### config.mk
export PLATFORM = sky130hd
export DESIGN_NAME = fde_scale_lane
export DESIGN_NICKNAME = d
export VERILOG_FILES = /design/src/hdl/fde_pkg.sv /design/src/hdl/fde_scale_lane.sv
export SDC_FILE = /design/constraint.sdc
export NUM_CORES = 2
export LEC_CHECK = 0
export ABC_CLOCK_PERIOD_IN_PS = 19000
export BUFFER_PORTS_ARGS = -buffer_cell sky130_fd_sc_hd__buf_2
export CORE_UTILIZATION = 65
export CTS_BUF_LIST = sky130_fd_sc_hd__clkbuf_8
export DETAILED_ROUTE_END_ITERATION = 10
export PLACE_DENSITY_LB_ADDON = 0.15
export REMOVE_ABC_BUFFERS = 1
export SYNTH_ARGS = -nofsm -noshare
export SYNTH_HDL_FRONTEND = slang
export SYNTH_SLANG_ARGS = --single-unit
### constraint.sdc
create_clock -name clock -period 19 [get_ports clock]
set_clock_uncertainty 0.15 [all_clocks]
set_input_delay 3.8 -clock clock [delete_from_list [all_inputs] [get_ports clock]]
set_output_delay 3.8 -clock clock [all_outputs]
set_load 0.05 [all_outputs]
### src/hdl/fde_pkg.sv
// Shared types, codes and floating point helpers of the field delta encoder.
`default_nettype none

package fde_pkg;

   // Registers between the input register and the result register.
   localparam int LANE_STAGES = 7;

   typedef enum logic [2:0] {
      CSR_FIELD_TYPE      = 3'd0,
      CSR_RESOLUTION_BITS = 3'd1,
      CSR_MAX_RANGE       = 3'd2,
      CSR_SCALE_M         = 3'd3,
      CSR_OFFSET_C        = 3'd4,
      CSR_ZEROS_ENABLE    = 3'd5,
      CSR_XOR_ENABLE      = 3'd6
   } fde_csr_type;

   typedef enum logic [2:0] {
      FT_IGNORE   = 3'd0,
      FT_UNSIGNED = 3'd1,
      FT_SIGNED   = 3'd2,
      FT_RANGED   = 3'd3,
      FT_STRICT   = 3'd4
   } fde_ftype_type;

   typedef struct packed {
      logic [31:0] base_value;
      logic [31:0] target_value;
   } fde_req_type;

   typedef struct packed {
      logic [2:0]  header_bits;
      logic [1:0]  header_length;
      logic [31:0] payload_bits;
      logic [5:0]  payload_length;
   } fde_rsp_type;

   // Per-item results that ride alongside the float lanes.
   typedef struct packed {
      logic [2:0]  hdr;
      logic [1:0]  hlen;
      logic [31:0] pay;
      logic [5:0]  plen;
      logic        strict;
      logic        xor_en;
   } fde_side_type;

   // Unpacked single: mantissa normalized (bit 23 set) for nonzero finite values.
   typedef struct packed {
      logic              sgn;
      logic signed [9:0] expo;
      logic [23:0]       man;
      logic              zero;
      logic              inf;
      logic              nan;
   } fde_unp_type;

   typedef struct packed {
      logic              sgn;
      logic signed [9:0] expo;
      logic [47:0]       prod;
      logic              zero;
      logic              inf;
      logic              nan;
   } fde_mul_type;

   typedef struct packed {
      logic              sgn;
      logic signed [9:0] expo;
      logic [26:0]       a_man;
      logic [26:0]       b_man;
      logic              sub;
      logic              zero;
      logic              inf;
      logic              nan;
   } fde_aln_type;

   typedef struct packed {
      logic              sgn;
      logic signed [9:0] expo;
      logic [27:0]       sum;
      logic [5:0]        lz;
      logic              zero;
      logic              inf;
      logic              nan;
   } fde_sum_type;

   function automatic logic [5:0] lzc32(input logic [31:0] v);
      logic [5:0] n;
      n = 6'd32;
      for (int i = 0; i < 32; i++) begin
         if (v[i]) n = 6'(31 - i);
      end
      return n;
   endfunction

   function automatic logic [31:0] low_mask(input logic [5:0] n);
      logic [32:0] t;
      t = (33'd1 << n) - 33'd1;
      return t[31:0];
   endfunction

   // a <= b for ordered (non-NaN) singles.
   function automatic logic fp_le(input logic [31:0] a, input logic [31:0] b);
      logic r;
      if (a[30:0] == 31'd0 && b[30:0] == 31'd0) r = 1'b1;
      else if (a[31] != b[31]) r = a[31];
      else if (!a[31]) r = (a[30:0] <= b[30:0]);
      else r = (a[30:0] >= b[30:0]);
      return r;
   endfunction

   function automatic fde_unp_type fp_unpack(input logic [31:0] w);
      logic [7:0]  e;
      logic [22:0] f;
      logic [5:0]  lz;
      fde_unp_type r;
      e      = w[30:23];
      f      = w[22:0];
      lz     = lzc32({1'b0, f, 8'hFF});
      r.sgn  = w[31];
      r.nan  = (e == 8'hFF) && (f != 23'd0);
      r.inf  = (e == 8'hFF) && (f == 23'd0);
      r.zero = (e == 8'd0) && (f == 23'd0);
      if (e != 8'd0) begin
         r.man  = {1'b1, f};
         r.expo = $signed({2'b00, e});
      end else begin
         r.man  = {1'b0, f} << lz;
         r.expo = 10'sd1 - $signed({4'b0000, lz});
      end
      return r;
   endfunction

   function automatic fde_mul_type fp_mul(input fde_unp_type a, input fde_unp_type b);
      fde_mul_type r;
      r.sgn  = a.sgn ^ b.sgn;
      r.expo = a.expo + b.expo - 10'sd127;
      r.prod = 48'(a.man) * 48'(b.man);
      r.nan  = a.nan | b.nan | (a.inf & b.zero) | (a.zero & b.inf);
      r.inf  = a.inf | b.inf;
      r.zero = a.zero | b.zero;
      return r;
   endfunction

   // Round the product to nearest even; underflow flushes to zero.
   function automatic fde_unp_type fp_round_prod(input fde_mul_type m);
      logic [23:0]       man;
      logic              g;
      logic              st;
      logic              rnd;
      logic [24:0]       man_r;
      logic signed [9:0] e;
      fde_unp_type       r;
      if (m.prod[47]) begin
         man = m.prod[47:24];
         g   = m.prod[23];
         st  = |m.prod[22:0];
         e   = m.expo + 10'sd1;
      end else begin
         man = m.prod[46:23];
         g   = m.prod[22];
         st  = |m.prod[21:0];
         e   = m.expo;
      end
      rnd   = g & (st | man[0]);
      man_r = {1'b0, man} + 25'(rnd);
      if (man_r[24]) begin
         man = man_r[24:1];
         e   = e + 10'sd1;
      end else begin
         man = man_r[23:0];
      end
      r.sgn  = m.sgn;
      r.expo = e;
      r.man  = man;
      r.nan  = m.nan;
      r.inf  = !m.nan && (m.inf || (!m.zero && e >= 10'sd255));
      r.zero = !m.nan && !m.inf && (m.zero || e < 10'sd1);
      return r;
   endfunction

   function automatic fde_aln_type fp_align(input fde_unp_type a, input fde_unp_type b);
      logic         a_ge;
      fde_unp_type  big;
      fde_unp_type  sml;
      logic [23:0]  sml_man;
      logic [10:0]  d;
      logic [4:0]   dc;
      logic [53:0]  sh;
      fde_aln_type  r;
      a_ge = b.zero || (!a.zero && ((a.expo > b.expo) ||
                                    (a.expo == b.expo && a.man >= b.man)));
      big     = a_ge ? a : b;
      sml     = a_ge ? b : a;
      sml_man = sml.zero ? 24'd0 : sml.man;
      d       = 11'($signed({big.expo[9], big.expo}) - $signed({sml.expo[9], sml.expo}));
      if (d[10]) dc = 5'd0;
      else if (d >= 11'd27) dc = 5'd27;
      else dc = d[4:0];
      sh      = {sml_man, 30'd0} >> dc;
      r.a_man = {big.man, 3'b000};
      r.b_man = {sh[53:28], sh[27] | (|sh[26:0])};
      r.sub   = a.sgn ^ b.sgn;
      r.expo  = big.expo;
      r.nan   = a.nan | b.nan | (a.inf & b.inf & (a.sgn ^ b.sgn));
      r.inf   = !r.nan && (a.inf || b.inf);
      r.sgn   = r.inf ? (a.inf ? a.sgn : b.sgn) : big.sgn;
      r.zero  = a.zero & b.zero;
      return r;
   endfunction

   function automatic fde_sum_type fp_addsub(input fde_aln_type a);
      fde_sum_type r;
      r.sum  = a.sub ? ({1'b0, a.a_man} - {1'b0, a.b_man})
                     : ({1'b0, a.a_man} + {1'b0, a.b_man});
      r.lz   = lzc32({r.sum[26:0], 5'h1F});
      r.sgn  = a.sgn;
      r.expo = a.expo;
      r.zero = a.zero;
      r.inf  = a.inf;
      r.nan  = a.nan;
      return r;
   endfunction

   function automatic fde_unp_type fp_norm_round(input fde_sum_type s);
      logic [26:0]       n;
      logic signed [9:0] e;
      logic [23:0]       man;
      logic              g;
      logic              st;
      logic              rnd;
      logic [24:0]       man_r;
      fde_unp_type       r;
      if (s.sum[27]) begin
         n = {s.sum[27:2], s.sum[1] | s.sum[0]};
         e = s.expo + 10'sd1;
      end else begin
         n = s.sum[26:0] << s.lz;
         e = s.expo - $signed({4'b0000, s.lz});
      end
      man   = n[26:3];
      g     = n[2];
      st    = |n[1:0];
      rnd   = g & (st | man[0]);
      man_r = {1'b0, man} + 25'(rnd);
      if (man_r[24]) begin
         man = man_r[24:1];
         e   = e + 10'sd1;
      end else begin
         man = man_r[23:0];
      end
      r.sgn  = s.sgn;
      r.expo = e;
      r.man  = man;
      r.nan  = s.nan;
      r.inf  = !s.nan && s.inf;
      r.zero = !s.nan && !s.inf && (s.zero || s.sum == 28'd0);
      return r;
   endfunction

   // Truncate toward zero; NaN and negatives give 0, 2^32 and up saturate.
   function automatic logic [31:0] fp_to_uint(input fde_unp_type f);
      logic [4:0]  k;
      logic [31:0] u;
      k = 5'(f.expo - 10'sd127);
      if (f.nan || f.zero || f.sgn) u = 32'd0;
      else if (f.inf || f.expo >= 10'sd159) u = 32'hFFFF_FFFF;
      else if (f.expo < 10'sd127) u = 32'd0;
      else if (k >= 5'd23) u = {8'd0, f.man} << (k - 5'd23);
      else u = {8'd0, f.man} >> (5'd23 - k);
      return u;
   endfunction

endpackage

`default_nettype wire

### src/hdl/fde_scale_lane.sv
// Pipelined single precision x*m+c followed by saturating conversion to unsigned.
`default_nettype none

module fde_scale_lane (
   input  logic                               clock,
   input  logic [fde_pkg::LANE_STAGES-1:0]    stage_en,
   input  logic [31:0]                        x_value,
   input  logic [31:0]                        scale_m,
   input  logic [31:0]                        offset_c,
   output logic [31:0]                        u_value
);

   fde_pkg::fde_unp_type x_in, x_ff, m_in, m_ff;
   fde_pkg::fde_mul_type mul_in, mul_ff;
   fde_pkg::fde_unp_type prd_in, prd_ff;
   fde_pkg::fde_aln_type aln_in, aln_ff;
   fde_pkg::fde_sum_type sum_in, sum_ff;
   fde_pkg::fde_unp_type res_in, res_ff;
   logic [31:0]          u_in, u_ff;

   always_comb begin
      x_in   = fde_pkg::fp_unpack(x_value);
      m_in   = fde_pkg::fp_unpack(scale_m);
      mul_in = fde_pkg::fp_mul(x_ff, m_ff);
      prd_in = fde_pkg::fp_round_prod(mul_ff);
      aln_in = fde_pkg::fp_align(prd_ff, fde_pkg::fp_unpack(offset_c));
      sum_in = fde_pkg::fp_addsub(aln_ff);
      res_in = fde_pkg::fp_norm_round(sum_ff);
      u_in   = fde_pkg::fp_to_uint(res_ff);
   end

   always_ff @(posedge clock) begin
      if (stage_en[0]) begin
         x_ff <= x_in;
         m_ff <= m_in;
      end
      if (stage_en[1]) mul_ff <= mul_in;
      if (stage_en[2]) prd_ff <= prd_in;
      if (stage_en[3]) aln_ff <= aln_in;
      if (stage_en[4]) sum_ff <= sum_in;
      if (stage_en[5]) res_ff <= res_in;
      if (stage_en[6]) u_ff   <= u_in;
   end

   assign u_value = u_ff;

endmodule

`default_nettype wire

# Yosys cells after proc, flatten, opt, wreduce, memory -nomap -nowiden
# Index checks and enable logic that the tools add are counted.
# op_classes
n_addsub,18
n_mul,1
n_lt_le_gt_ge,8
n_eq_ne,4
shifts,7
muxes,119
bitwise,20
reduce_logical,57
# ops
op,count
$mux W6,66
$mux W32,5
$shl A23 B6 Y24,3
$logic_not A23 Y1,3
$reduce_bool A23 Y1,3
$mux W5,12
$shr A54 B5 Y54,1
$add A24 B1 Y25,2
$mul A24 B24 Y48,1
$mux W24,2
$mux W23,2
$mux W4,11
$add A10 B2 Y10 const B,4
$mux W10,4
$mux W38,1
$mux W37,1
$mux W34,1
$shl A24 B5 Y32,1
$shr A24 B5 Y32,1
$add A27 B27 Y28,1
$logic_not A28 Y1,1
$mux W28,1
$sub A27 B27 Y28,1
$mux W27,1
other kinds (37),105
# word_totals
ff_bits,358
input_bits,104

# Logic depth before layout (Yosys ltp)
# depth
depth_word,38
mapped_depth,44
depth_no_buf,39

# Least setup slack after synthesis
# Ideal clock, no wire load.
# synth_timing
path_type,input to register
start,in offset_c[21]
end,reg aln_ff[4] (netlist bit) (data pin)
setup_time_ns,0.260
arrival_ns,11.392
required_ns,18.590
setup_slack_ns,7.198
stages,39
n_path_buf,5
path_cell_list,clkbuf_1 nor4_1 o31ai_1 a31oi_1 nor2_1 inv_1 clkbuf_1 clkbuf_1 ha_1 a21oi_1 ha_1 clkbuf_1 o21a_1 o21ai_0 a21oi_1 o2111ai_1 a221o_1 a2111o_1 (+3 left out) ha_1 inv_1 nor2_1 or3_1 nor3_1 a221oi_1 nand4_1 and4_4 and3_4 a31oi_2 buf_6 mux2i_1 a222oi_1 mux2_2 or4b_1 nor4b_1 a211o_1 o21ai_1
# synth_rtl
element,line,rtl
from (decl),fde_scale_lane.sv:9,"input logic [31:0] offset_c,"
to (signal assigned),fde_scale_lane.sv:39,if (stage_en[3]) aln_ff <= aln_in;
to (decl),fde_scale_lane.sv:16,"fde_pkg::fde_aln_type aln_in, aln_ff;"

==> metrics <==
outcome complete, no violations; post-synth top area cell edfxtp_1; max-cap check violation count 0; RSZ-0062 raised after global routing no; Hold-fix buffers, CTS 0; post-synth top area share between 20% and 30%; Hold/Removal Path Class flip-flop to flip-flop; CP endpoint kind flip-flop; WP data required 19240 ps; antenna-violating nets left 0; Crit-path slowest cell nor4_1; Synth cell types 104; core box area 71980 µm²; Post-Synthesis Cells ~5400; vias in the first global route 40030; Max H-tree Level 3; Slew headroom just over 20%; RePlAce Congestion 1.092; register-to-register setup slack 9770 ps; post-synthesis register bit count ~360; Startpoint Class input port; EDFF count, synth 357; peak fanout along the critical path 23; Least-Margin Pin Slew between 1000 and 1500 ps; post-CTS setup buffer count 0; top_reg_cell synth edfxtp_1; Vias/cell between 6 and 7; hold slack 245.7 ps; Die Span X 272.5 µm; CTS Buf Count 66; hold_sp aln_ff[58]; Yosys warnings 0; Top Ports 136; hold depth 0; clock tree buffer depth 3; all-layer global routing usage 37.09%; post_cts resized 0; Finish-stage setup viols 0; Rows 98; Mean Syn Cell Area 8.838 µm²; grt ovf 0; fin crit share 71.06%; routed wire length 135600 µm; number of cells on the worst reg-to-reg path 30; Fmax 74.07 MHz; CP max stage delay between 700 and 800 ps; nets approximately 6300; Register Area 10720 µm²; crit path time final 13500 ps; vias 40260; Synth area leaders edfxtp_1, fa_1, ha_1, nand2_1, inv_1; mapped cell area 47570 µm²; Initial DRC Count 3848; Initial Util 66.10%; clock-pin slew of the registers on the worst-case setup and hold paths 60 ps; clk_lat worst skew about 660 ps; count leader, synth nand2_1; Most common cell on crit path nor3_1; CTS tree yes; FFs w/ async S/R, synth 0%; multi-input logic area 33290 µm²; # clock sinks 357; first-pass GRT wire length roughly 220000 µm; largest net degree at the start of global routing 74; Die Ht 272.5 µm; cell family with most CP delay simple AND/OR/NAND/NOR gates; hold endpoint sum_ff[37]; fin. max-slew vios 0; cell depth of the worst setup path 34; Pre-antenna DRT Iters 9; PortBufs 135; Worst Path Buf+Inv 3; initial antenna violation count 1; crit path kind input port to flip-flop; root buf cell clkbuf_8; final instance area between 50000 and 60000 µm²; setup tns final 0 ps; die area 74280 µm²; Area Overhead vs Synth 5.518%; R2R Path Start x_ff[9]; placed cell areas 48860 µm²; register area share after synthesis roughly 23%; layout cells sized above 1 8.164%; FF-to-FF End mul_ff[47]; Worst Path Arrival 13740 ps; DR WL/cell 21.30 µm; DP Wirelength 104200 µm; fill cell count 5714; synth cell count leaders nand2_1, inv_1, fa_1; residual DRC count 0; Final Hold Fails 0
-- state kept, by name, summed over array words and instances (netlist names) --
register  count
prd_ff       38
sum_ff       45
res_ff       38
aln_ff       66
res_in        2
x_ff         37
u_value      32
m_ff         37
mul_ff       62
-- cell families (layout without fill, tap and decap cells) --
family                   after synthesis  in the layout  synth area share (%)
AND/OR/NAND/NOR                     1811           1811                 17.66
buffers and inverters                942            973                 7.603
multiplexers                         303            303                 7.019
XOR/XNOR                             163            163                 3.001
adder cells (fa/ha/maj)              784            784                 28.27
AO/OA/AOI/OAI                       1023           1023                 13.91
flip-flops                           357            357                 22.53
other                                  0              2                     0
-- worst max path at each step --
stage / startpoint / end / slack (ps)
3_3_place_gp: offset_c[21] / aln_ff[4] / 5340
4_1_cts: offset_c[21] / aln_ff[4] / 5920
3_5_place_dp: offset_c[21] / aln_ff[4] / 5250
2_1_floorplan: offset_c[10] / aln_ff[4] / 4960
5_1_grt: offset_c[21] / aln_ff[4] / 4830
6_report: offset_c[19] / aln_ff[4] / 5500
-- final cells by class --
| cell class | count | share of cell area, % |
|---|---|---|
| multi-input combinational | 4084 | 66.32 |
| sequential | 357 | 21.36 |
| inverter | 652 | 4.875 |
| timing repair buffer | 206 | 2.413 |
| tap | 950 | 2.368 |
| clock buffer | 66 | 1.810 |
| clock inverter | 49 | 0.8499 |
| antenna | 2 | 0.009970 |
-- per-stage QoR --
stage,utilization (%),worst slack (ps),cells
3_5_place_dp,67.88,5253,6249
5_1_grt,69.74,4830,6365
2_1_floorplan,-,4961,5093
3_3_place_gp,67.88,5341,6249
4_1_cts,69.74,5915,6364
6_report,69.74,5498,6366
-- cells in the final DEF (no fill, tap or decap), drive strengths merged, types with 206 or more instances in the layout --
cell type  instances
nand2            742
inv              663
fa               485
nor2             374
edfxtp           357
ha               299
a21oi            295
o21ai            248
mux2i            241
and2             232
buf              206
-- layer usage --
metal  routed length, µm  track usage (%)
met5                   0                0
met4                7380            17.40
met3               12030            6.695
met2               62370            59.98
met1               53830            48.57
Power is left out: the tool's default activity adds up to more than one toggle a clock period on the data nets, which glitch-free logic cannot reach.
